<file path="src/hdl/hrp_pkg.sv">
`timescale 1ns / 1ps
`default_nettype none
// ----------------------------------------------------------------------------
// hrp_pkg
// Shared types, character codes and character-class functions for the
// HTTP request header parser.
// ----------------------------------------------------------------------------
package hrp_pkg;

  // Parser states, one-hot
  typedef enum logic [20:0] {
    S_METHOD_START = 21'h000001,
    S_METHOD       = 21'h000002,
    S_URI_START    = 21'h000004,
    S_URI          = 21'h000008,
    S_VER_H        = 21'h000010,
    S_VER_T1       = 21'h000020,
    S_VER_T2       = 21'h000040,
    S_VER_P        = 21'h000080,
    S_VER_SLASH    = 21'h000100,
    S_MAJOR_START  = 21'h000200,
    S_MAJOR        = 21'h000400,
    S_MINOR_START  = 21'h000800,
    S_MINOR        = 21'h001000,
    S_NL1          = 21'h002000,
    S_LINE_START   = 21'h004000,
    S_LWS          = 21'h008000,
    S_NAME         = 21'h010000,
    S_SP_VALUE     = 21'h020000,
    S_VALUE        = 21'h040000,
    S_NL2          = 21'h080000,
    S_NL3          = 21'h100000
  } state_t;

  // Operation codes
  localparam logic OP_DATA  = 1'b0;
  localparam logic OP_RESET = 1'b1;

  // Status codes
  localparam logic [1:0] ST_INCOMPLETE = 2'd0;
  localparam logic [1:0] ST_COMPLETE   = 2'd1;
  localparam logic [1:0] ST_MALFORMED  = 2'd2;

  // Field classes
  localparam logic [2:0] FC_NONE   = 3'd0;
  localparam logic [2:0] FC_METHOD = 3'd1;
  localparam logic [2:0] FC_URI    = 3'd2;
  localparam logic [2:0] FC_NAME   = 3'd3;
  localparam logic [2:0] FC_VALUE  = 3'd4;

  // Character codes
  localparam logic [7:0] CH_TAB   = 8'h09;
  localparam logic [7:0] CH_LF    = 8'h0A;
  localparam logic [7:0] CH_CR    = 8'h0D;
  localparam logic [7:0] CH_SP    = 8'h20;
  localparam logic [7:0] CH_SLASH = 8'h2F;
  localparam logic [7:0] CH_DOT   = 8'h2E;
  localparam logic [7:0] CH_ZERO  = 8'h30;
  localparam logic [7:0] CH_NINE  = 8'h39;
  localparam logic [7:0] CH_COLON = 8'h3A;
  localparam logic [7:0] CH_H     = 8'h48;
  localparam logic [7:0] CH_P     = 8'h50;
  localparam logic [7:0] CH_T     = 8'h54;
  localparam logic [7:0] CH_DEL   = 8'h7F;
  localparam logic [7:0] CTL_MAX  = 8'h1F;
  localparam logic [7:0] SAT_MAX  = 8'hFF;

  // One result beat
  typedef struct packed {
    logic [1:0] status;
    logic [2:0] field_class;
    logic       starts_header;
    logic [7:0] byte_out;
    logic [7:0] major_version;
    logic [7:0] minor_version;
  } result_t;

  function automatic logic is_ctl(input logic [7:0] c);
    return (c <= CTL_MAX) || (c == CH_DEL);
  endfunction

  function automatic logic is_special(input logic [7:0] c);
    logic r;
    unique case (c)
      8'h28, 8'h29, 8'h3C, 8'h3E, 8'h40,           // ( ) < > @
      8'h2C, 8'h3B, 8'h3A, 8'h5C, 8'h22,           // , ; : \ "
      8'h2F, 8'h5B, 8'h5D, 8'h3F, 8'h3D,           // / [ ] ? =
      8'h7B, 8'h7D, 8'h20, 8'h09: r = 1'b1;        // { } SP HT
      default:                    r = 1'b0;
    endcase
    return r;
  endfunction

  function automatic logic is_token(input logic [7:0] c);
    return !c[7] && !is_ctl(c) && !is_special(c);
  endfunction

  function automatic logic is_digit(input logic [7:0] c);
    return (c >= CH_ZERO) && (c <= CH_NINE);
  endfunction

  // acc*10 + digit, saturated to 8 bits
  function automatic logic [7:0] dec_acc(input logic [7:0] acc, input logic [7:0] c);
    logic [11:0] v;
    v = {1'b0, acc, 3'b000} + {3'b000, acc, 1'b0} + {8'd0, c[3:0]};
    return (v > 12'd255) ? SAT_MAX : v[7:0];
  endfunction

endpackage
`default_nettype wire

</file>
<file path="src/hdl/hrp_step.sv">
`timescale 1ns / 1ps
`default_nettype none
// ----------------------------------------------------------------------------
// hrp_step
// Parser state registers and the per-byte transition logic. Produces one
// result per accepted beat.
// ----------------------------------------------------------------------------
module hrp_step
  import hrp_pkg::*;
(
  input  wire logic       clk,
  input  wire logic       rst_n,
  input  wire logic       push,
  input  wire logic       op,
  input  wire logic [7:0] data_byte,
  output result_t         res
);

  state_t     state_r, state_nxt;
  logic       header_seen_r, header_seen_nxt;
  logic [7:0] major_r, major_nxt;
  logic [7:0] minor_r, minor_nxt;

  logic       bad;
  logic [1:0] status;
  logic [2:0] cls;
  logic       starts;
  logic       is_lws;
  logic [7:0] major_dec, minor_dec;

  assign is_lws    = (data_byte == CH_SP) || (data_byte == CH_TAB);
  assign major_dec = dec_acc(major_r, data_byte);
  assign minor_dec = dec_acc(minor_r, data_byte);

  // Transition and classification
  always_comb begin
    state_nxt       = state_r;
    header_seen_nxt = header_seen_r;
    major_nxt       = major_r;
    minor_nxt       = minor_r;
    bad             = 1'b0;
    status          = ST_INCOMPLETE;
    cls             = FC_NONE;
    starts          = 1'b0;

    unique case (state_r)
      S_METHOD_START: begin
        if (is_token(data_byte)) begin
          state_nxt = S_METHOD;
          cls       = FC_METHOD;
        end else bad = 1'b1;
      end
      S_METHOD: begin
        if (data_byte == CH_SP) state_nxt = S_URI_START;
        else if (is_token(data_byte)) cls = FC_METHOD;
        else bad = 1'b1;
      end
      S_URI_START: begin
        if (is_ctl(data_byte)) bad = 1'b1;
        else begin
          state_nxt = S_URI;
          cls       = FC_URI;
        end
      end
      S_URI: begin
        if (data_byte == CH_SP) state_nxt = S_VER_H;
        else if (is_ctl(data_byte)) bad = 1'b1;
        else cls = FC_URI;
      end
      S_VER_H: begin
        if (data_byte == CH_H) state_nxt = S_VER_T1; else bad = 1'b1;
      end
      S_VER_T1: begin
        if (data_byte == CH_T) state_nxt = S_VER_T2; else bad = 1'b1;
      end
      S_VER_T2: begin
        if (data_byte == CH_T) state_nxt = S_VER_P; else bad = 1'b1;
      end
      S_VER_P: begin
        if (data_byte == CH_P) state_nxt = S_VER_SLASH; else bad = 1'b1;
      end
      S_VER_SLASH: begin
        if (data_byte == CH_SLASH) begin
          major_nxt = '0;
          minor_nxt = '0;
          state_nxt = S_MAJOR_START;
        end else bad = 1'b1;
      end
      S_MAJOR_START: begin
        if (is_digit(data_byte)) begin
          major_nxt = major_dec;
          state_nxt = S_MAJOR;
        end else bad = 1'b1;
      end
      S_MAJOR: begin
        if (data_byte == CH_DOT) state_nxt = S_MINOR_START;
        else if (is_digit(data_byte)) major_nxt = major_dec;
        else bad = 1'b1;
      end
      S_MINOR_START: begin
        if (is_digit(data_byte)) begin
          minor_nxt = minor_dec;
          state_nxt = S_MINOR;
        end else bad = 1'b1;
      end
      S_MINOR: begin
        if (data_byte == CH_CR) state_nxt = S_NL1;
        else if (is_digit(data_byte)) minor_nxt = minor_dec;
        else bad = 1'b1;
      end
      S_NL1: begin
        if (data_byte == CH_LF) state_nxt = S_LINE_START; else bad = 1'b1;
      end
      S_LINE_START: begin
        if (data_byte == CH_CR) state_nxt = S_NL3;
        else if (header_seen_r && is_lws) state_nxt = S_LWS;
        else if (is_token(data_byte)) begin
          header_seen_nxt = 1'b1;
          cls             = FC_NAME;
          starts          = 1'b1;
          state_nxt       = S_NAME;
        end else bad = 1'b1;
      end
      S_LWS: begin
        // continuation line: skip leading white space
        if (data_byte == CH_CR) state_nxt = S_NL2;
        else if (is_lws) state_nxt = S_LWS;
        else if (is_ctl(data_byte)) bad = 1'b1;
        else begin
          state_nxt = S_VALUE;
          cls       = FC_VALUE;
        end
      end
      S_NAME: begin
        if (data_byte == CH_COLON) state_nxt = S_SP_VALUE;
        else if (is_token(data_byte)) cls = FC_NAME;
        else bad = 1'b1;
      end
      S_SP_VALUE: begin
        if (data_byte == CH_SP) state_nxt = S_VALUE; else bad = 1'b1;
      end
      S_VALUE: begin
        if (data_byte == CH_CR) state_nxt = S_NL2;
        else if (is_ctl(data_byte)) bad = 1'b1;
        else cls = FC_VALUE;
      end
      S_NL2: begin
        if (data_byte == CH_LF) state_nxt = S_LINE_START; else bad = 1'b1;
      end
      S_NL3: begin
        // stays here after completion
        if (data_byte == CH_LF) status = ST_COMPLETE; else bad = 1'b1;
      end
      default: bad = 1'b1;
    endcase

    // malformed byte: keep state, flag it
    if (bad) begin
      status = ST_MALFORMED;
      cls    = FC_NONE;
      starts = 1'b0;
    end

    res.status        = status;
    res.field_class   = cls;
    res.starts_header = starts;
    res.byte_out      = data_byte;
    res.major_version = major_nxt;
    res.minor_version = minor_nxt;

    // reset op overrides everything
    if (op == OP_RESET) begin
      state_nxt       = S_METHOD_START;
      header_seen_nxt = 1'b0;
      major_nxt       = '0;
      minor_nxt       = '0;
      res             = '0;
    end
  end

  // State registers
  always_ff @(posedge clk) begin
    if (!rst_n) begin
      state_r       <= S_METHOD_START;
      header_seen_r <= 1'b0;
      major_r       <= '0;
      minor_r       <= '0;
    end else if (push) begin
      state_r       <= state_nxt;
      header_seen_r <= header_seen_nxt;
      major_r       <= major_nxt;
      minor_r       <= minor_nxt;
    end
  end

  // A reset op returns to the start state with nothing remembered
  a_reset_op: assert property (@(posedge clk) disable iff (!rst_n)
    push && (op == OP_RESET) |=> (state_r == S_METHOD_START) && !header_seen_r
      && (major_r == 8'd0) && (minor_r == 8'd0))
    else $error("reset op did not clear parser state");

  // Completion is only reported from the final LF state
  a_complete_src: assert property (@(posedge clk) disable iff (!rst_n)
    (res.status == ST_COMPLETE) |-> (state_r == S_NL3) && (op == OP_DATA))
    else $error("complete outside final LF state");

  // Header start only once header_seen is set for the next byte
  a_starts_seen: assert property (@(posedge clk) disable iff (!rst_n)
    push && res.starts_header |=> header_seen_r && (state_r == S_NAME))
    else $error("header start did not enter name state");

endmodule
`default_nettype wire

</file>
<file path="src/hdl/hrp_skid.sv">
`timescale 1ns / 1ps
`default_nettype none
// ----------------------------------------------------------------------------
// hrp_skid
// Two-entry result buffer: an output register and a skid register, so the
// input side never waits on out_ready combinationally.
// ----------------------------------------------------------------------------
module hrp_skid
  import hrp_pkg::*;
(
  input  wire logic    clk,
  input  wire logic    rst_n,
  input  wire logic    push,
  input  wire result_t din,
  output logic         can_push,
  output logic         out_valid,
  input  wire logic    out_ready,
  output result_t      dout
);

  logic    out_valid_r, out_valid_nxt;
  logic    skid_valid_r, skid_valid_nxt;
  result_t out_data_r, out_data_nxt;
  result_t skid_data_r, skid_data_nxt;
  logic    pop;

  assign pop       = out_valid_r && out_ready;
  assign can_push  = !skid_valid_r;
  assign out_valid = out_valid_r;
  assign dout      = out_data_r;

  // Buffer control
  always_comb begin
    out_valid_nxt  = out_valid_r;
    skid_valid_nxt = skid_valid_r;
    out_data_nxt   = out_data_r;
    skid_data_nxt  = skid_data_r;
    if (!out_valid_r || pop) begin
      if (skid_valid_r) begin
        out_valid_nxt  = 1'b1;
        out_data_nxt   = skid_data_r;
        skid_valid_nxt = 1'b0;
      end else begin
        out_valid_nxt = push;
        out_data_nxt  = din;
      end
    end else if (push) begin
      skid_valid_nxt = 1'b1;
      skid_data_nxt  = din;
    end
  end

  always_ff @(posedge clk) begin
    if (!rst_n) begin
      out_valid_r  <= 1'b0;
      skid_valid_r <= 1'b0;
    end else begin
      out_valid_r  <= out_valid_nxt;
      skid_valid_r <= skid_valid_nxt;
    end
  end

  always_ff @(posedge clk) begin
    out_data_r  <= out_data_nxt;
    skid_data_r <= skid_data_nxt;
  end

  // Skid entry is only ever used behind a full output register
  a_skid_order: assert property (@(posedge clk) disable iff (!rst_n)
    skid_valid_r |-> out_valid_r)
    else $error("skid holds a beat while output is empty");

  // A push into an empty buffer shows up at the output next cycle
  a_push_through: assert property (@(posedge clk) disable iff (!rst_n)
    push && !out_valid_r |=> out_valid_r && (out_data_r == $past(din)))
    else $error("beat lost on empty buffer");

  // A stalled output with a push parks the beat in the skid register
  a_push_park: assert property (@(posedge clk) disable iff (!rst_n)
    push && out_valid_r && !out_ready |=> skid_valid_r
      && (skid_data_r == $past(din)))
    else $error("beat lost on stalled output");

endmodule
`default_nettype wire

</file>
<file path="src/hdl/http_request_header_parser.sv">
`timescale 1ns / 1ps
`default_nettype none
// ----------------------------------------------------------------------------
// http_request_header_parser
// Byte-serial HTTP request line and header checker with field tagging
// and running version numbers.
// ----------------------------------------------------------------------------
//  Channel  Direction  Handshake              Payload
//  in_      input      in_valid / in_ready    op, data_byte
//  out_     output     out_valid / out_ready  status, class, start, byte, versions
//
//  One beat in, one beat out. A new byte is taken every cycle while in_ready
//  is high; the result is registered in the output (or skid) register, and the
//  parse step itself is combinational off the parser state register.
//  Synchronous active-low reset puts the parser in the method start state
//  and empties the output buffer.
//  A stall on out_ready is absorbed by a one-entry skid register; in_ready
//  drops only while that entry is occupied.
// ----------------------------------------------------------------------------
module http_request_header_parser
  import hrp_pkg::*;
(
  input  wire logic       clk,
  input  wire logic       rst_n,
  input  wire logic       in_valid,
  output logic            in_ready,
  input  wire logic       in_op,
  input  wire logic [7:0] in_data_byte,
  output logic            out_valid,
  input  wire logic       out_ready,
  output logic [1:0]      out_status,
  output logic [2:0]      out_field_class,
  output logic            out_starts_header,
  output logic [7:0]      out_byte_out,
  output logic [7:0]      out_major_version,
  output logic [7:0]      out_minor_version
);

  logic    push;
  result_t step_res;
  result_t out_res;

  assign push = in_valid && in_ready;

  // Parser core
  hrp_step u_step (
    .clk       (clk),
    .rst_n     (rst_n),
    .push      (push),
    .op        (in_op),
    .data_byte (in_data_byte),
    .res       (step_res)
  );

  // Result buffer
  hrp_skid u_skid (
    .clk       (clk),
    .rst_n     (rst_n),
    .push      (push),
    .din       (step_res),
    .can_push  (in_ready),
    .out_valid (out_valid),
    .out_ready (out_ready),
    .dout      (out_res)
  );

  assign out_status        = out_res.status;
  assign out_field_class   = out_res.field_class;
  assign out_starts_header = out_res.starts_header;
  assign out_byte_out      = out_res.byte_out;
  assign out_major_version = out_res.major_version;
  assign out_minor_version = out_res.minor_version;

endmodule
`default_nettype wire
</file>
<file path="config.mk">
export PLATFORM = sky130hd
export DESIGN_NAME = http_request_header_parser
export DESIGN_NICKNAME = d
export VERILOG_FILES = /design/src/hdl/hrp_pkg.sv /design/src/hdl/hrp_step.sv /design/src/hdl/hrp_skid.sv /design/src/hdl/http_request_header_parser.sv
export SDC_FILE = /design/constraint.sdc
export NUM_CORES = 1
export LEC_CHECK = 0
export BUFFER_PORTS_ARGS = -buffer_cell sky130_fd_sc_hd__buf_4
export CORE_MARGIN = 2
export CORE_UTILIZATION = 35
export DETAILED_ROUTE_END_ITERATION = 10
export PLACE_DENSITY = 0.63
export SYNTH_ARGS = -nofsm -noshare
export SYNTH_HDL_FRONTEND = slang
export SYNTH_SLANG_ARGS = --single-unit
</file>
<file path="constraint.sdc">
create_clock -name clk -period 3.6 [get_ports clk]
set_input_delay 0.54 -clock clk [delete_from_list [all_inputs] [get_ports clk]]
set_output_delay 0.54 -clock clk [all_outputs]
set_load 0.02 [all_outputs]
</file>
==> impl_metrics.toml <==
[status]
status = "complete, no violations"

[routing]
vias = 6569
dr_wl_met2_um = 9020
postRouteAntennaNets = 0
vias_per_cell = 5.87
wl_met1_um = 9910
highest_layer = "met4"
drtIter0Drc = 636
dr_wl_met3_um = 1190
firstDrtPassIters = 5
drc = 0
wl_um = 20800
avgRoutedWirePerCell_um = 18.6

[clocking]
cts_htree_levels = 3
holdBufCountCts = 0
cts_repair_resize_count = 0
clock_path_buffers = 2
clockRootBuffer = "clkbuf_16"
cts.sinks = 100
cts_setup_buffers = 0
cts_tree = "yes"
clk_latency_ps = 370
numCtsBuffers = 9
clk_pin_slew_ps = 70

[hold_path]
min_to = "u_skid.out_valid$_SDFFE_PN0P_"
hold_path_depth = 3
hold_start = "in_valid"
hold_path_class = "input port to flop"

[final_layout]
area_growth_pct = 17.0
num-fill-cells = 1959
fin_nets = 896
antenna_cells = 0
drive_gt1_share_pct = 18.7
fin_cells = 1119

[power]
finalPower_mw = 2.57
pwr_density_cell_nw_per_um2 = 311
ir_worst_vdd_mv = 0.160
leakagePower_nw = 3.18

[sta]
holdWs_ps = 473
fin_crit_sh_pct = 93.9
fin_crit_ps = 3380
slew_violations = 0
max_clock_freq_ghz = 0.296
relSlewSlack_pct = 46.4
setup_viol = 0
worst_slew_pin_slew_ps = 803
fin_skew_ps = 13.3
finalHoldViolations = 0
rsz0062_at_grt = "false"

[floorplan]
dieHeight_um = 146
start_util_pct = 35.9
io_pins = 45
core_region_area_um2 = 19700
dieArea_um2 = 21300
dieWidth_um = 146
row_count = 51

[logic_synthesis]
synth.avg_cell_area_um2 = 8.98
ys.flop_type = "edfxtp_1"
synth_cell_types = 80
yosysWarnings = 0
ys_seq_area_share_pct = 36.8
synthArstFlopShare_pct = 0
ys_seq_elements = 100
synth_fp_nets = 834
synth_cells = 787
syn_area_um2 = 7060
synth_edf_count = 60

[setup_path]
r2r_start = "u_step.major_r[0]$_SDFFE_PN0P_"
timing.rr.end = "u_skid.dout[15]$_DFFE_PP_"
cp-startpoint = "u_step.major_r[0]$_SDFFE_PN0P_"
path_cells = "fa_1, fa_1, a211oi_2, buf_4, o21bai_1, a211o_1, nand2_1, buf_12, nand3_1, a2111oi_4, o31ai_1"
cpMaxStageDelayCell = "fa_1"
cp_max_fo = 12
path_delay_family = "compound AO/OA/AOI/OAI gates"
cp-start-kind = "flop"
worstSetupPathDepth = 11
max_stage_delay_ps = 500
rr_worst_depth = 11
worst-r2r-setup-slack_ps = 220
cp.required_ps = 3700
worst-setup-path-type = "flop to flop"
path_buf_inv = 2
arrival_ps = 3480
crit_path_end_kind = "flop"
cp_common_cell = "fa_1"

[global_routing]
grt_pass1_vias = 6158
grt_max_degree = 34
overflow = 0
grtUsageTotal_pct = 19.6
antenna_found_initial = 0
grt_pass1_wl_um = 33700

[placement]
routabilityCongestion = 0.954
io_buffers = 44
placed_cells = 1103
dp.final_hpwl_um = 15400

[job]
max-cap-violations = 0
==> synthesized netlist by cell type (11+ instances only) <==
cell | number | area (um^2)
edfxtp_1 | 60 | 1800
a21oi_1 | 30 | 150
nand2_1 | 76 | 285
o211ai_1 | 12 | 90.1
mux2i_1 | 22 | 220
nor2_1 | 69 | 259
clkbuf_1 | 40 | 150
dfxtp_1 | 40 | 801
nor4_1 | 19 | 119
ha_1 | 30 | 375
o31ai_1 | 15 | 113
inv_1 | 11 | 41.3
nand3_1 | 50 | 250
o21ai_0 | 28 | 140
nand4_1 | 22 | 138
nor2b_1 | 15 | 93.8
nor3_1 | 29 | 145
==> how the worst max path moves through the flow <==
stage                                      to  slack (ps)
finish              u_skid.dout[15]$_DFFE_PP_         220
global placement    u_skid.dout[15]$_DFFE_PP_          20
floorplan           u_skid.dout[15]$_DFFE_PP_          20
global route        u_skid.dout[15]$_DFFE_PP_          60
detailed placement  u_skid.dout[15]$_DFFE_PP_         -80
CTS                 u_skid.dout[15]$_DFFE_PP_         230
==> registers in the layout (all words and copies together), names as in the netlist <==
name and count:
u_skid.dout 30, u_skid.out_valid 1, u_skid.skid_data_r 30, u_skid.skid_valid_r 1, u_step.header_seen_r 1, u_step.major_r 8, u_step.minor_r 8, u_step.state_r 21
==> routing by layer <==
metal / up-vias / track usage, %
met4: 0 / 8.01
met5: - / 0
li1: 3173 / -
met1: 3110 / 28.2
met2: 242 / 29.3
met3: 44 / 3.06
==> stage by stage <==
stage / setup slack (ps) / util [%] / area (um^2) / setup TNS (ps)
floorplan: 22.2 / - / 7090 / 0
global placement: 24.5 / 40.6 / 7980 / 0
detailed placement: -77.1 / 40.6 / 7980 / -134
CTS: 234 / 42.0 / 8260 / 0
global route: 60.5 / 42.0 / 8260 / 0
finish: 220 / 42.0 / 8260 / 0
==> kinds of logic (layout without fill, tap and decap cells) <==
group	after synthesis	in the layout	synth area share [%]
DFF	100	100	36.8
buffers and inverters	64	131	4.37
and+or+nand+nor	358	358	27.2
xor gates and xnor gates	17	17	2.11
adders and majority gates	34	34	6.45
AOI/OAI and AO/OA	183	183	18.5
muxes	31	31	4.55
==> area by class of cell <==
cell class	count	area (um^2)	share of cell area [%]
Clock buffer	9	225	2.73
Clock inverter	7	60.1	0.727
Inverter	11	41.3	0.500
Multi-Input combinational cell	623	4180	50.6
Sequential cell	100	2600	31.5
Tap cell	265	332	4.01
Timing Repair Buffer	104	818	9.90
==> worst register-to-register path, cell delays in order, from the launching register on <==
cell and delay, ps:
dfxtp_1 430, fa_1 500, fa_1 490, a211oi_2 260, buf_4 150, o21bai_1 80
a211o_1 300, nand2_1 110, buf_12 140, nand3_1 160, a2111oi_4 380, o31ai_1 140
==> placed cells by master, fill, tap and decap left out, drive strengths merged, types with 5 or more instances in the layout <==
cell and instances:
nand3 50, o31ai 15, and3 8, or4b 7, o22ai 6, nand2 76
a22oi 9, mux2 9, a41oi 7, dfxtp 40, buf 104, edfxtp 60
ha 30, a2111oi 7, xor2 7, nand4b 10, o21bai 5, nor2 69
or3 6, a21o 7, mux2i 22, a32oi 8, nor4b 7, o21ai 29
or4 7, a21oi 31, inv 13, xnor2 10, nor4 20, or2 7
clkbuf 9, nor2b 15, a211oi 10, nand4 22, o211ai 12, nand2b 6
nor3 30
==> power by group <==
part / internal (mW) / switching [mW]
Sequential: 1.25 / 0.0118
Clock: 0.481 / 0.492
Combinational: 0.129 / 0.213
Power figures use the tool's default switching activity.
